`src/bounded_deque_with_search_assert.svh`:
```
// ----------------------------------------------------------------------------
// Assertion macros for the bounded deque
// Clocked assertion wrappers, empty when synthesised.
// ----------------------------------------------------------------------------
`ifndef BOUNDED_DEQUE_WITH_SEARCH_ASSERT_SVH
`define BOUNDED_DEQUE_WITH_SEARCH_ASSERT_SVH

`ifndef SYNTHESIS
`define BDQ_ASSERT(lbl, clk, rst_n, prop, msg) \
    lbl: assert property (@(posedge clk) disable iff (!rst_n) prop) else $error(msg);
`define BDQ_ASSERT_NR(lbl, clk, prop, msg) \
    lbl: assert property (@(posedge clk) prop) else $error(msg);
`else
`define BDQ_ASSERT(lbl, clk, rst_n, prop, msg)
`define BDQ_ASSERT_NR(lbl, clk, prop, msg)
`endif

`endif

```
`src/bdq_pkg.sv`:
```
// ----------------------------------------------------------------------------
// bdq_pkg
// Types and codes shared by the deque controller, datapath and top level.
// ----------------------------------------------------------------------------
`default_nettype none

package bdq_pkg;

    typedef enum logic [2:0] {
        ACT_PUSH_FRONT = 3'd0,
        ACT_PUSH_BACK  = 3'd1,
        ACT_POP_FRONT  = 3'd2,
        ACT_POP_BACK   = 3'd3,
        ACT_SEARCH     = 3'd4
    } t_action;

    typedef enum logic [1:0] {
        ST_DONE  = 2'd0,
        ST_FULL  = 2'd1,
        ST_EMPTY = 2'd2
    } t_status;

    typedef enum logic {
        S_IDLE = 1'b0,
        S_SCAN = 1'b1
    } t_state;

    localparam int unsigned ACT_W  = 3;
    localparam int unsigned WORD_W = 32;
    localparam int unsigned OCC_W  = 5;
    localparam int unsigned STAT_W = 2;
    localparam int unsigned OUT_W  = 8;

    typedef struct packed {
        logic load;
        logic scan;
        logic finish;
    } t_dp_cmd;

    typedef struct packed {
        logic srch;
        logic done;
    } t_dp_stat;

endpackage

`default_nettype wire

```
`src/bdq_dp.sv`:
```
// ----------------------------------------------------------------------------
// bdq_dp
// Ring store, front index, occupancy count, search scan and result register.
// ----------------------------------------------------------------------------
`default_nettype none

`include "bounded_deque_with_search_assert.svh"

module bdq_dp #(
    parameter int unsigned CAPACITY = 16
) (
    input  wire logic                            i_clk,
    input  wire logic                            i_rst_n,
    input  wire logic [bdq_pkg::ACT_W-1:0]       i_action,
    input  wire logic signed [bdq_pkg::WORD_W-1:0] i_value,
    input  wire bdq_pkg::t_dp_cmd                i_cmd,
    output bdq_pkg::t_dp_stat                    o_stat,
    output logic [bdq_pkg::STAT_W-1:0]           o_status,
    output logic                                 o_found,
    output logic [bdq_pkg::OCC_W-1:0]            o_occupancy
);

    localparam int unsigned IDX_W = $clog2(CAPACITY);
    localparam int unsigned CNT_W = $clog2(CAPACITY + 1);

    logic [bdq_pkg::WORD_W-1:0] r_mem [CAPACITY];

    logic [IDX_W-1:0]           r_front,     n_front;
    logic [CNT_W-1:0]           r_count,     n_count;
    logic [CNT_W-1:0]           r_scan_k;
    logic [IDX_W-1:0]           r_scan_addr;
    logic                       r_rd_vld;
    logic [bdq_pkg::WORD_W-1:0] r_rd_data;
    logic [bdq_pkg::WORD_W-1:0] r_key;
    logic                       r_hit;
    logic [bdq_pkg::STAT_W-1:0] r_status,    n_status;
    logic                       r_found;
    logic [bdq_pkg::OCC_W-1:0]  r_occ;

    bdq_pkg::t_action           act;
    logic                       full;
    logic                       empty;
    logic                       mem_we;
    logic [IDX_W-1:0]           mem_waddr;
    logic [IDX_W-1:0]           front_dec;
    logic [IDX_W-1:0]           front_inc;
    logic [IDX_W-1:0]           scan_inc;
    logic [CNT_W:0]             back_sum;
    logic [CNT_W:0]             back_wrap;
    logic [IDX_W-1:0]           back_idx;
    logic                       issue;
    logic                       hit_now;
    logic                       scan_done;
    logic [CNT_W+bdq_pkg::OCC_W-1:0] occ_wide_n;
    logic [CNT_W+bdq_pkg::OCC_W-1:0] occ_wide_r;

    assign act   = bdq_pkg::t_action'(i_action);
    assign full  = (r_count == CNT_W'(CAPACITY));
    assign empty = (r_count == '0);

    assign front_dec = (r_front == '0) ? IDX_W'(CAPACITY - 1) : r_front - IDX_W'(1);
    assign front_inc = (r_front == IDX_W'(CAPACITY - 1)) ? '0 : r_front + IDX_W'(1);
    assign scan_inc  = (r_scan_addr == IDX_W'(CAPACITY - 1)) ? '0 : r_scan_addr + IDX_W'(1);

    assign back_sum  = (CNT_W+1)'(r_front) + (CNT_W+1)'(r_count);
    assign back_wrap = (back_sum >= (CNT_W+1)'(CAPACITY)) ?
                       back_sum - (CNT_W+1)'(CAPACITY) : back_sum;
    assign back_idx  = back_wrap[IDX_W-1:0];

    always_comb begin
        n_front   = r_front;
        n_count   = r_count;
        n_status  = bdq_pkg::ST_DONE;
        mem_we    = 1'b0;
        mem_waddr = back_idx;
        case (act)
            bdq_pkg::ACT_PUSH_FRONT: begin
                if (full) begin
                    n_status = bdq_pkg::ST_FULL;
                end else begin
                    n_front   = front_dec;
                    n_count   = r_count + CNT_W'(1);
                    mem_we    = 1'b1;
                    mem_waddr = front_dec;
                end
            end
            bdq_pkg::ACT_PUSH_BACK: begin
                if (full) begin
                    n_status = bdq_pkg::ST_FULL;
                end else begin
                    n_count = r_count + CNT_W'(1);
                    mem_we  = 1'b1;
                end
            end
            bdq_pkg::ACT_POP_FRONT: begin
                if (empty) begin
                    n_status = bdq_pkg::ST_EMPTY;
                end else begin
                    n_front = front_inc;
                    n_count = r_count - CNT_W'(1);
                end
            end
            bdq_pkg::ACT_POP_BACK: begin
                if (empty) begin
                    n_status = bdq_pkg::ST_EMPTY;
                end else begin
                    n_count = r_count - CNT_W'(1);
                end
            end
            default: begin
            end
        endcase
    end

    assign issue     = i_cmd.scan && !r_hit && (r_scan_k != r_count);
    assign hit_now   = r_rd_vld && (r_rd_data == r_key);
    assign scan_done = r_hit || hit_now || ((r_scan_k == r_count) && !r_rd_vld);

    assign occ_wide_n = {{bdq_pkg::OCC_W{1'b0}}, n_count};
    assign occ_wide_r = {{bdq_pkg::OCC_W{1'b0}}, r_count};

    always_ff @(posedge i_clk) begin
        if (i_cmd.load && mem_we) begin
            r_mem[mem_waddr] <= i_value;
        end
    end

    always_ff @(posedge i_clk) begin
        if (issue) begin
            r_rd_data <= r_mem[r_scan_addr];
        end
    end

    always_ff @(posedge i_clk) begin
        if (!i_rst_n) begin
            r_front  <= '0;
            r_count  <= '0;
            r_scan_k <= '0;
            r_rd_vld <= 1'b0;
            r_hit    <= 1'b0;
        end else if (i_cmd.load) begin
            r_front  <= n_front;
            r_count  <= n_count;
            r_scan_k <= '0;
            r_rd_vld <= 1'b0;
            r_hit    <= 1'b0;
        end else if (i_cmd.scan) begin
            r_rd_vld <= issue;
            r_hit    <= r_hit || hit_now;
            if (issue) begin
                r_scan_k <= r_scan_k + CNT_W'(1);
            end
        end
    end

    always_ff @(posedge i_clk) begin
        if (i_cmd.load) begin
            r_key       <= i_value;
            r_scan_addr <= r_front;
        end else if (issue) begin
            r_scan_addr <= scan_inc;
        end
    end

    always_ff @(posedge i_clk) begin
        if (i_cmd.load && (act != bdq_pkg::ACT_SEARCH)) begin
            r_status <= n_status;
            r_found  <= 1'b0;
            r_occ    <= occ_wide_n[bdq_pkg::OCC_W-1:0];
        end else if (i_cmd.finish) begin
            r_status <= bdq_pkg::ST_DONE;
            r_found  <= r_hit || hit_now;
            r_occ    <= occ_wide_r[bdq_pkg::OCC_W-1:0];
        end
    end

    assign o_stat.srch = (act == bdq_pkg::ACT_SEARCH);
    assign o_stat.done = scan_done;
    assign o_status    = r_status;
    assign o_found     = r_found;
    assign o_occupancy = r_occ;

    `BDQ_ASSERT(a_count_bound, i_clk, i_rst_n, (r_count <= CNT_W'(CAPACITY)), "count above capacity")
    `BDQ_ASSERT(a_scan_bound, i_clk, i_rst_n, (r_scan_k <= r_count), "scan ran past held entries")
    `BDQ_ASSERT(a_no_issue_after_hit, i_clk, i_rst_n, (r_hit |-> !issue), "read issued after a hit")

endmodule

`default_nettype wire

```
`src/bdq_ctrl.sv`:
```
// ----------------------------------------------------------------------------
// bdq_ctrl
// Request sequencing and result register handshake for the deque.
// ----------------------------------------------------------------------------
`default_nettype none

`include "bounded_deque_with_search_assert.svh"

module bdq_ctrl (
    input  wire logic              i_clk,
    input  wire logic              i_rst_n,
    input  wire logic              i_s_tvalid,
    output logic                   o_s_tready,
    output logic                   o_m_tvalid,
    input  wire logic              i_m_tready,
    input  wire bdq_pkg::t_dp_stat i_stat,
    output bdq_pkg::t_dp_cmd       o_cmd
);

    bdq_pkg::t_state r_state, n_state;
    logic            r_out_vld, n_out_vld;
    logic            slot_free;

    assign slot_free = !r_out_vld || i_m_tready;

    always_ff @(posedge i_clk) begin
        if (!i_rst_n) begin
            r_state   <= bdq_pkg::S_IDLE;
            r_out_vld <= 1'b0;
        end else begin
            r_state   <= n_state;
            r_out_vld <= n_out_vld;
        end
    end

    always_comb begin
        n_state    = r_state;
        o_s_tready = 1'b0;
        o_cmd      = '0;
        case (r_state)
            bdq_pkg::S_IDLE: begin
                o_s_tready = slot_free;
                o_cmd.load = i_s_tvalid && slot_free;
                if (o_cmd.load && i_stat.srch) begin
                    n_state = bdq_pkg::S_SCAN;
                end
            end
            bdq_pkg::S_SCAN: begin
                o_cmd.scan = 1'b1;
                if (i_stat.done && slot_free) begin
                    o_cmd.finish = 1'b1;
                    n_state      = bdq_pkg::S_IDLE;
                end
            end
            default: begin
                n_state = bdq_pkg::S_IDLE;
            end
        endcase
        n_out_vld = (o_cmd.load && !i_stat.srch) || o_cmd.finish ||
                    (r_out_vld && !i_m_tready);
    end

    assign o_m_tvalid = r_out_vld;

    `BDQ_ASSERT(a_search_enters_scan, i_clk, i_rst_n, ((o_cmd.load && i_stat.srch) |=> (r_state == bdq_pkg::S_SCAN)), "search did not start a scan")
    `BDQ_ASSERT(a_no_accept_in_scan, i_clk, i_rst_n, ((r_state == bdq_pkg::S_SCAN) |-> !o_s_tready), "request accepted during scan")
    `BDQ_ASSERT(a_finish_raises_valid, i_clk, i_rst_n, (o_cmd.finish |=> r_out_vld), "finished search left no result")

endmodule

`default_nettype wire

```
`src/bounded_deque_with_search.sv`:
```
// ----------------------------------------------------------------------------
// bounded_deque_with_search
// Bounded double-ended queue of 32-bit words with a linear value search.
// ----------------------------------------------------------------------------
// Push and pop requests: result in the cycle after acceptance, one request a cycle
//   while the output register is free. Search: at most one ring store read per held
//   entry, from the front; the scan ends at a match or after the last held entry.
// Result sits in an output register; a request is taken only in a cycle where no
//   result waits or the waiting one leaves.
// Synchronous active-low reset empties the deque; store contents are not cleared.
// ----------------------------------------------------------------------------
`default_nettype none

module bounded_deque_with_search #(
    parameter int unsigned CAPACITY = 16
) (
    input  wire logic        i_clk,
    input  wire logic        i_rst_n,
    input  wire logic        i_s_tvalid,
    output logic             o_s_tready,
    input  wire logic [31:0] i_s_tdata,   // [31:0] value
    input  wire logic [2:0]  i_s_tuser,   // [2:0] action
    output logic             o_m_tvalid,
    input  wire logic        i_m_tready,
    output logic [7:0]       o_m_tdata    // [1:0] status, [2] found, [7:3] occupancy
);

    bdq_pkg::t_dp_cmd  cmd;
    bdq_pkg::t_dp_stat stat;
    logic [bdq_pkg::STAT_W-1:0] status;
    logic                       found;
    logic [bdq_pkg::OCC_W-1:0]  occupancy;

    bdq_ctrl u_ctrl (
        .i_clk      (i_clk),
        .i_rst_n    (i_rst_n),
        .i_s_tvalid (i_s_tvalid),
        .o_s_tready (o_s_tready),
        .o_m_tvalid (o_m_tvalid),
        .i_m_tready (i_m_tready),
        .i_stat     (stat),
        .o_cmd      (cmd)
    );

    bdq_dp #(
        .CAPACITY (CAPACITY)
    ) u_dp (
        .i_clk       (i_clk),
        .i_rst_n     (i_rst_n),
        .i_action    (i_s_tuser),
        .i_value     (i_s_tdata),
        .i_cmd       (cmd),
        .o_stat      (stat),
        .o_status    (status),
        .o_found     (found),
        .o_occupancy (occupancy)
    );

    assign o_m_tdata = {occupancy, found, status};

endmodule

`default_nettype wire

```
`config.mk`:
```
export PLATFORM = sky130hd
export DESIGN_NAME = bounded_deque_with_search
export DESIGN_NICKNAME = d
export VERILOG_FILES = /design/src/bdq_pkg.sv /design/src/bdq_dp.sv /design/src/bdq_ctrl.sv /design/src/bounded_deque_with_search.sv
export VERILOG_INCLUDE_DIRS = /design/src /design/src/src
export SDC_FILE = /design/constraint.sdc
export NUM_CORES = 1
export LEC_CHECK = 0
export BUFFER_PORTS_ARGS = -buffer_cell sky130_fd_sc_hd__buf_2
export CORE_MARGIN = 4
export CORE_UTILIZATION = 44
export DETAILED_ROUTE_END_ITERATION = 8
export SLEW_MARGIN = 15
export SYNTH_ARGS = -nofsm -noshare
export SYNTH_HDL_FRONTEND = slang
export SYNTH_HIERARCHICAL = 1
export SYNTH_SLANG_ARGS = --single-unit
```
`constraint.sdc`:
```
create_clock -name i_clk -period 4.3 [get_ports i_clk]
set_input_delay 0.43 -clock i_clk [delete_from_list [all_inputs] [get_ports i_clk]]
set_output_delay 0.43 -clock i_clk [all_outputs]
set_load 0.02 [all_outputs]
```
==> results of run 1 <==
-- power breakdown --
group / total (mW) / switching [mW] / leakage (nW) / internal [mW]
clock: 5.39 / 2.22 / 0.992 / 3.17
sequential: 6.62 / 0.0441 / 5.46 / 6.58
combinational: 1.11 / 0.704 / 2.40 / 0.405
total: 13.1 / 2.97 / 8.85 / 10.1
-- synthesized netlist by cell type, types with 3 or more instances --
cell type,count
and2_1,5
nor3_1,7
a22oi_1,32
nand3_1,6
a21o_1,4
buf_4,8
xor2_1,16
nand2_1,46
a21oi_1,47
o21ai_0,68
nor4_1,4
nand2b_1,7
mux4_2,64
nor2_1,33
a211oi_1,5
inv_1,13
ha_1,9
dfxtp_1,19
nand4_1,8
clkbuf_1,32
xnor2_1,36
a221oi_1,32
buf_2,22
mux2i_1,101
edfxtp_1,587
nor2b_1,5
o22ai_1,3
a31oi_1,6
a32oi_1,4
or2_2,4
mux2_2,34
-- critical path, delay by kind of cell, from the launching register on --
kind | cells | cell delay, ns
AOI/OAI and AO/OA | 1 | 0.27
adders and majority gates | 1 | 0.22
buffers and inverters | 2 | 0.65
DFF | 1 | 0.39
muxes | 1 | 0.36
and+or+nand+nor | 3 | 1.09
-- registers in the layout, summed over array words and instances (netlist names), 2 cells and up --
register	flops
u_dp/r_count	5
u_dp/r_scan_k	5
u_dp/o_status	2
u_dp/r_mem	512
u_dp/r_scan_addr	4
u_dp/o_occupancy	5
u_dp/r_front	4
u_dp/r_rd_data	32
u_dp/r_key	32
-- layer usage --
layer,part of all wire,vias up
li1,-,5388
met1,0.44,6267
met2,0.47,430
met3,0.068,76
met4,0.020,0
met5,0,-
-- final timing paths --
path	endpoint	cells after the start	slack, ns
setup reg to reg	u_dp/r_mem[2][13]$_DFFE_PP_	8	0.89
hold reg to reg	u_dp/r_hit$_SDFFE_PP0P_	2	0.53
hold / removal	u_dp/r_count[4]$_SDFFE_PN0P_	2	0.16
setup / recovery	u_dp/r_mem[2][13]$_DFFE_PP_	8	0.89
-- cells by family (layout without fill, tap and decap cells) --
kind of cell | Yosys count | in the layout | synth area share
AO/OA/AOI/OAI | 212 | 212 | 0.0573
XOR/XNOR | 52 | 52 | 0.0191
adder cells (fa/ha/maj) | 10 | 10 | 0.00556
buffers and inverters | 79 | 204 | 0.0152
flip-flops | 606 | 606 | 0.755
multiplexers | 199 | 199 | 0.119
AND/OR/NAND/NOR | 139 | 139 | 0.0296
-- through the flow --
| stage | instance area [sq um] | hold slack [ns] | cells | power, mW | setup TNS, ns |
|---|---|---|---|---|---|
| floorplan | 23900 | 0.483 | 1297 | 7.44 | -74.02 |
| global placement | 25100 | 0.501 | 2007 | 7.85 | 0 |
| detailed placement | 25100 | 0.522 | 2007 | 7.86 | 0 |
| CTS | 27200 | 0.122 | 2118 | 13.3 | 0 |
| global route | 27200 | 0.161 | 2118 | 13.6 | 0 |
| finish | 27200 | 0.161 | 2118 | 13.1 | 0 |
-- final cells by class --
cell class / count / area share
flip-flops and latches: 606 / 0.663
multi-input cells: 612 / 0.207
clock buffers: 88 / 0.0669
well taps: 696 / 0.0320
repair buffers: 80 / 0.0204
clock inverters: 23 / 0.00884
inverters: 13 / 0.00180
==> results.sh, run 1 <==
export IMPL_outcome="finished, final reports clean"
export IMPL_ys_top_cells_by_area="edfxtp_1, mux4_2, mux2i_1"
export IMPL_fin_ws_ns=0.889
export IMPL_insertion_delay_ns=0.59
export IMPL_layout_nets=1429
export IMPL_met2_usage=0.301
export IMPL_diodes=0
export IMPL_ctsHoldBuffers=0
export IMPL_htreeDepth=3
export IMPL_slew_violations=0
export IMPL_skew_ns=0.0279
export IMPL_viasPerCell=5.74
export IMPL_grt_max_degree=68
export IMPL_synth_edf_count=587
export IMPL_path_clk_slew_ns=0.05
export IMPL_ys_flop_type="edfxtp_1"
export IMPL_crit_reg2reg_launch="u_dp/r_count[1]$_SDFFE_PN0P_"
export IMPL_powerDensity_nw_per_um2=483
export IMPL_multi_input_area_sq_um=5640
export IMPL_crit_arrival_ns=3.62
export IMPL_antenna_left=0
export IMPL_die_h_um=241
export IMPL_syn_inst=1297
export IMPL_track_usage=0.192
export IMPL_dr_total_vias=12161
export IMPL_grt_pass1_vias=12333
export IMPL_setup_worst_path_class="register to register"
export IMPL_clock_path_buffers=3
export IMPL_fp_dieW_um=241
export IMPL_worstPathRequired_ns=4.50
export IMPL_hold_class="input pin to register"
export IMPL_finalSetupViolations=0
export IMPL_netlist_area_sq_um=23900
export IMPL_gr_usage_met1=0.279
export IMPL_synth_cell_types=55
export IMPL_postCtsSetupRepairBufs=0
export IMPL_cp_start_kind="register"
export IMPL_ys_seq_area_frac=0.755
export IMPL_first_pass_iters=5
export IMPL_synth_fp_nets=1346
export IMPL_p_leak_nw=8.85
export IMPL_cts_tree="yes"
export IMPL_num_rows=85
export IMPL_gr_total_overflow=0
export IMPL_cts_buffers=67
export IMPL_cts_resized=0
export IMPL_num_io_pins=49
export IMPL_yosys_area_top_type_share=0.739
export IMPL_grt_pass1_wl_mm=82.1
export IMPL_route_detailed_drc=0
export IMPL_cts_sinks=606
export IMPL_io_buffer_count=48
export IMPL_maxCapViolations=0
export IMPL_yosys_warnings=6
export IMPL_setup_worst_path_start="u_dp/r_count[1]$_SDFFE_PN0P_"
export IMPL_cp_max_fo=32
export IMPL_hold_violations=0
export IMPL_gp_congestion=0.814
export IMPL_finalCriticalPeriod_ns=3.41
export IMPL_grt_busiest_layer="met2"
export IMPL_synthToLayoutAreaGrowth_pct=13.9
export IMPL_dp_slack_ns=0.908
export IMPL_async_reset_ff_frac=0
export IMPL_avgSynthCellArea_sq_um=18.4
export IMPL_drive_above_1_share=0.208
export IMPL_cts_root_buf="clkbuf_16"
export IMPL_hp_start="i_rst_n"
export IMPL_synth_top_area_cell="edfxtp_1"
export IMPL_fmax_mhz=293
export IMPL_drt_wirelength_per_cell_um=25.8
export IMPL_drt_total_wl_mm=54.7
export IMPL_use_met3=0.0376
export IMPL_endpoint_kind="register"
export IMPL_fillerInstances=4335
export IMPL_critical_path_slowest_cell="buf_4"
export IMPL_finalCritPeriodShare=0.793
export IMPL_rsz0062_at_grt="no"
export IMPL_synth_seq_cells=606
export IMPL_initial_core_util=0.444
export IMPL_cp_slowest_stage_delay_ns=0.51
export IMPL_drtIter0Drc=900
export IMPL_place_hpwl_mm=32.5
export IMPL_seqCellArea_sq_um=18000
export IMPL_path_cells="inv_1 > ha_1 > or3b_4 > o211ai_4 > mux2i_1 > nand4_1 > nor2_4 > buf_4"
export IMPL_relSlewSlack=0.232
export IMPL_core_area_sq_um=53700
export IMPL_die_area_sq_um=58000
export IMPL_vdd_ir_drop_worst_uv=343
export IMPL_antenna_found_initial=0
export IMPL_final_cell_mix="edfxtp_1, mux2i_1, clkbuf_16"
export IMPL_layout_commonest_cell="edfxtp_1"
export IMPL_utilization=0.506
export IMPL_tightest_slew_ns=1.15
(Power assumes the default switching activity.)
==> run 2: changes to the inputs <==
==> constraint.sdc (replaced) <==
create_clock -name i_clk -period 3.1 [get_ports i_clk]
set_input_delay 0.31 -clock i_clk [delete_from_list [all_inputs] [get_ports i_clk]]
set_output_delay 0.31 -clock i_clk [all_outputs]
set_load 0.02 [all_outputs]
==> results.sh, run 2 (synthesis results as in run 1) <==
export IMPL_outcome="finished, final reports clean"
export IMPL_endpoint_kind="register"
export IMPL_layout_nets=1453
export IMPL_finalCritPeriodShare=0.973
export IMPL_io_buffer_count=48
export IMPL_cp_top_family="simple AND/OR/NAND/NOR gates"
export IMPL_gr_total_overflow=0
export IMPL_num_rows=85
export IMPL_totalPowerFinal_mw=17.9
export IMPL_cp_max_fo=15
export IMPL_multi_input_area_sq_um=5640
export IMPL_postPlaceCellArea_sq_um=25500
export IMPL_critical_path_slowest_cell="mux2i_1"
export IMPL_fmax_mhz=331
export IMPL_powerDensity_nw_per_um2=652
export IMPL_finalCriticalPeriod_ns=3.02
export IMPL_seqCellArea_sq_um=18000
export IMPL_path_clk_slew_ns=0.06
export IMPL_cp_slowest_stage_delay_ns=0.46
export IMPL_top_register="u_dp/r_mem"
export IMPL_largest_reg_flops=512
export IMPL_insertion_delay_ns=0.62
export IMPL_cts_buffers=61
export IMPL_maxCapViolations=0
export IMPL_hold_class="input pin to register"
export IMPL_vdd_ir_drop_worst_uv=455
export IMPL_path_buf_inv=3
export IMPL_fillerInstances=4266
export IMPL_finalSetupViolations=0
export IMPL_slew_violations=0
export IMPL_diodes=0
export IMPL_grt_pass1_vias=12306
export IMPL_crit_arrival_ns=3.30
export IMPL_route_detailed_drc=0
export IMPL_core_area_sq_um=53700
export IMPL_initial_core_util=0.444
export IMPL_tightest_slew_ns=1.07
export IMPL_cp_common_cell="buf_4"
export IMPL_final_cell_mix="edfxtp_1, mux2i_1, o21ai_0"
export IMPL_cp_start_kind="register"
export IMPL_tns_ns=0
export IMPL_cts_resized=0
export IMPL_gp_congestion=0.807
export IMPL_fp_dieW_um=241
export IMPL_viasPerCell=5.69
export IMPL_reg_largest_list="u_dp/r_mem (512), u_dp/r_key (32), u_dp/r_rd_data (32)"
export IMPL_skew_ns=0.0220
export IMPL_grt_pass1_wl_mm=81.4
export IMPL_clock_path_buffers=3
export IMPL_num_io_pins=49
export IMPL_htreeDepth=2
export IMPL_synthToLayoutAreaGrowth_pct=15.1
export IMPL_layout_commonest_cell="edfxtp_1"
export IMPL_die_area_sq_um=58000
export IMPL_drtIter0Drc=1220
export IMPL_place_hpwl_mm=34.9
export IMPL_grt_max_degree=67
export IMPL_antenna_left=0
export IMPL_first_pass_iters=5
export IMPL_hold_violations=0
export IMPL_rsz0062_at_grt="yes"
export IMPL_path_cells="inv_1 > ha_1 > or3b_4 > o211ai_4 > mux2i_1 > nand4_1 > buf_4 > nor2_4 > buf_4"
export IMPL_cts_root_buf="clkbuf_16"
export IMPL_drt_total_wl_mm=54.5
export IMPL_track_usage=0.191
export IMPL_drt_wirelength_per_cell_um=25.4
export IMPL_drive_above_1_share=0.223
export IMPL_relSlewSlack=0.289
export IMPL_final_cell_area_sq_um=27500
export IMPL_die_h_um=241
export IMPL_dr_total_vias=12216
export IMPL_antenna_found_initial=3
export IMPL_cts_tree="yes"
export IMPL_postCtsSetupRepairBufs=0
export IMPL_worstPathRequired_ns=3.39
export IMPL_ctsHoldBuffers=0
export IMPL_cts_sinks=606
export IMPL_p_leak_nw=9.01
export IMPL_setup_worst_path_class="register to register"
[run 2: changes by cell type in the layout (fill, tap and decap cells not counted), moves of 3 or more]
cell,previous run,this run
clkbuf_16,70,62
buf_12,6,20
clkinv_1,5,19
inv_6,3,0
bufinv_16,3,6
clkbuf_1,18,8
clkinv_2,5,12
buf_4,26,42
[run 2: worst min-delay path, delay by kind of cell]
family	cells	cell delay, ns
AND/OR/NAND/NOR	1	0.12
buffers and inverters	1	0.09
AO/OA/AOI/OAI	1	0.08
[run 2: stage by stage]
stage	util	setup WS (ns)	std cells	hold slack, ns
final	0.511	0.0832	2148	0.0333
after global routing	0.511	-0.101	2148	0.0394
after CTS	0.511	0.0979	2148	0.00582
after detailed placement	0.475	0.127	2037	0.527
after global placement	0.475	0.175	2037	0.505
after floorplan	-	-0.127	1297	0.409
[run 2: worst paths after layout]
| kind | startpoint | end | slack, ns | cells past startpoint |
|---|---|---|---|---|
| setup / recovery | u_dp/r_count[1]$_SDFFE_PN0P_ | u_dp/r_mem[14][5]$_DFFE_PP_ | 0.08 | 9 |
| hold / removal | i_m_tready | u_ctrl/o_m_tvalid$_SDFF_PN0_ | 0.03 | 3 |
| setup reg to reg | u_dp/r_count[1]$_SDFFE_PN0P_ | u_dp/r_mem[14][5]$_DFFE_PP_ | 0.08 | 9 |
| hold reg to reg | u_ctrl/o_m_tvalid$_SDFF_PN0_ | u_ctrl/o_m_tvalid$_SDFF_PN0_ | 0.53 | 2 |
[run 2: area by class of cell]
type,count,share of cell area
timing repair buffer,110,0.0348
multi-input combinational,612,0.206
clock inverter,41,0.0128
clock buffer,70,0.0576
inverter,13,0.00178
tap,696,0.0317
sequential,606,0.656
[run 2: power breakdown]
group	internal, mW	switching [mW]	leakage (nW)
registers	9.12	0.0390	5.46
clock network	4.12	2.96	0.946
logic	0.597	1.06	2.60
total	13.8	4.05	9.01
[run 2: routing by layer]
layer  track usage  part of all wire  vias up
met3        0.0307             0.056       75
met2         0.286              0.46      374
met4        0.0506             0.021        0
met5             0                 0        -
li1              -                 -     5439
met1         0.294              0.47     6328
==> run 3: changes to the inputs <==
--- a/config.mk
+++ b/config.mk
@@ -9,7 +9,9 @@
 export BUFFER_PORTS_ARGS = -buffer_cell sky130_fd_sc_hd__buf_2
 export CORE_MARGIN = 4
 export CORE_UTILIZATION = 44
+export CTS_BUF_LIST = sky130_fd_sc_hd__clkbuf_8
 export DETAILED_ROUTE_END_ITERATION = 8
+export GPL_TIMING_DRIVEN = 0
 export SLEW_MARGIN = 15
 export SYNTH_ARGS = -nofsm -noshare
 export SYNTH_HDL_FRONTEND = slang
==> results.sh, run 3 (synthesis results as in run 1) <==
export IMPL_insertion_delay_ns=0.66
export IMPL_dr_max_layer_used="met4"
export IMPL_largest_reg_flops=512
export IMPL_hold_violations=0
export IMPL_p_leak_nw=9.37
export IMPL_dr_wl_met2_mm=27.2
export IMPL_drtIter0Drc=963
export IMPL_core_area_sq_um=53700
export IMPL_wl_met1_mm=24.4
export IMPL_whs_ns=0.0808
export IMPL_dr_total_vias=12918
export IMPL_finalCritPeriodShare=0.970
export IMPL_gr_total_overflow=0
export IMPL_skew_ns=0.0210
export IMPL_finalNonFillerCells=2292
export IMPL_slew_violations=0
export IMPL_drt_total_wl_mm=56.9
export IMPL_htreeDepth=3
export IMPL_fmax_mhz=332
export IMPL_cts_tree="yes"
export IMPL_crit_arrival_ns=3.35
export IMPL_route_detailed_drc=0
export IMPL_layout_commonest_cell="edfxtp_1"
export IMPL_track_usage=0.198
export IMPL_top_register="u_dp/r_mem"
export IMPL_viasPerCell=5.64
export IMPL_grt_pass1_vias=13312
export IMPL_grt_max_degree=18
export IMPL_finalSetupViolations=0
export IMPL_powerDensity_nw_per_um2=609
export IMPL_cp_start_kind="register"
export IMPL_die_area_sq_um=58000
export IMPL_drive_above_1_share=0.237
export IMPL_relSlewSlack=0.329
export IMPL_initial_core_util=0.444
export IMPL_finalCriticalPeriod_ns=3.01
export IMPL_path_clk_slew_ns=0.06
export IMPL_rsz0062_at_grt="yes"
export IMPL_first_pass_iters=5
export IMPL_gp_congestion=0.796
export IMPL_cp_max_fo=17
export IMPL_maxCapViolations=0
export IMPL_num_io_pins=49
export IMPL_die_h_um=241
export IMPL_final_cell_mix="edfxtp_1, clkbuf_8, mux2i_1"
export IMPL_tightest_slew_ns=1.01
export IMPL_worstPathRequired_ns=3.44
export IMPL_clock_path_buffers=3
export IMPL_layout_nets=1573
export IMPL_fp_dieW_um=241
export IMPL_reg_largest_list="u_dp/r_mem (512), u_dp/r_key (32), u_dp/r_rd_data (32)"
export IMPL_fillerInstances=4288
export IMPL_drt_wirelength_per_cell_um=24.8
export IMPL_num_rows=85
export IMPL_endpoint_kind="register"
export IMPL_dp_cells=2055
export IMPL_synthToLayoutAreaGrowth_pct=17.7
export IMPL_setup_worst_path_class="register to register"
export IMPL_hold_class="input pin to register"
export IMPL_wl_met3_mm=4.02
export IMPL_grt_pass1_wl_mm=83.9
export IMPL_antenna_left=0
export IMPL_cts_sinks=606
export IMPL_cts_buffers=99
export IMPL_outcome="finished, final reports clean"
export IMPL_antenna_found_initial=3
export IMPL_place_hpwl_mm=34.8
export IMPL_io_buffer_count=47
export IMPL_vdd_ir_drop_worst_uv=287
export IMPL_cts_root_buf="clkbuf_8"
[run 3: worst max-delay path: stages (launching register included)]
cell and delay (ns):
dfxtp_1 0.51, inv_1 0.17, ha_1 0.28, o311ai_0 0.77, a32oi_1 0.44, nor2_4 0.30, buf_12 0.23
[run 3: repair_timing]
action / in CTS / in global routing
gates resized for setup: 8 / 3
endpoints found under the setup margin: 510 / 367
buffers inserted: 23 / 2
pin swaps: 19 / 2
endpoints found under the hold margin: 508 / 0
cloned: 4 / 0
hold buffers: 35 / 0
[run 3: final timing paths]
kind | start | slack [ns] | to | cells after the start
worst max-delay path | u_dp/r_front[1]$_SDFFE_PN0P_ | 0.09 | u_dp/r_mem[2][3]$_DFFE_PP_ | 6
worst min-delay path | i_s_tdata[3] | 0.08 | u_dp/r_mem[5][3]$_DFFE_PP_ | 1
worst max register to register | u_dp/r_front[1]$_SDFFE_PN0P_ | 0.09 | u_dp/r_mem[2][3]$_DFFE_PP_ | 6
worst min register to register | u_dp/r_hit$_SDFFE_PP0P_ | 0.53 | u_dp/r_hit$_SDFFE_PP0P_ | 2
[run 3: layer usage]
layer,GRT usage,vias to the layer above
met1,0.272,6688
met3,0.0496,102
met2,0.315,428
met5,0,-
li1,-,5700
met4,0.0607,0
[run 3: where the power goes]
part	leakage, nW	internal (mW)	total [mW]	switching [mW]
combinational	2.87	0.616	1.64	1.02
clock	1.03	3.27	6.30	3.03
sequential	5.47	9.12	9.17	0.0422
total	9.37	13.0	17.1	4.09
[run 3: layout make-up]
type | instances | area (sq um) | area share
Sequential cell | 606 | 18000 | 0.641
Tap cell | 696 | 871 | 0.0310
Clock buffer | 105 | 1450 | 0.0515
Multi-Input combinational cell | 616 | 5720 | 0.204
Buffer | 66 | 314 | 0.0112
Timing Repair Buffer | 122 | 1340 | 0.0478
Inverter | 13 | 48.8 | 0.00174
Clock inverter | 65 | 329 | 0.0117
Antenna cell | 3 | 7.51 | 0.000267
[run 3: metrics by stage]
| stage | utilization | instance area [sq um] | power (mW) | setup TNS (ns) | worst slack [ns] |
|---|---|---|---|---|---|
| 2_1_floorplan | - | 24000 | 10.3 | -31.25 | -0.127 |
| 3_3_place_gp | 0.467 | 25100 | 10.9 | -487.33 | -1.62 |
| 3_5_place_dp | 0.474 | 25500 | 10.9 | -248.80 | -0.856 |
| 4_1_cts | 0.522 | 28000 | 17.3 | 0 | 0.0173 |
| 5_1_grt | 0.523 | 28100 | 17.8 | -2.77 | -0.0543 |
| 6_report | 0.523 | 28100 | 17.1 | 0 | 0.0915 |
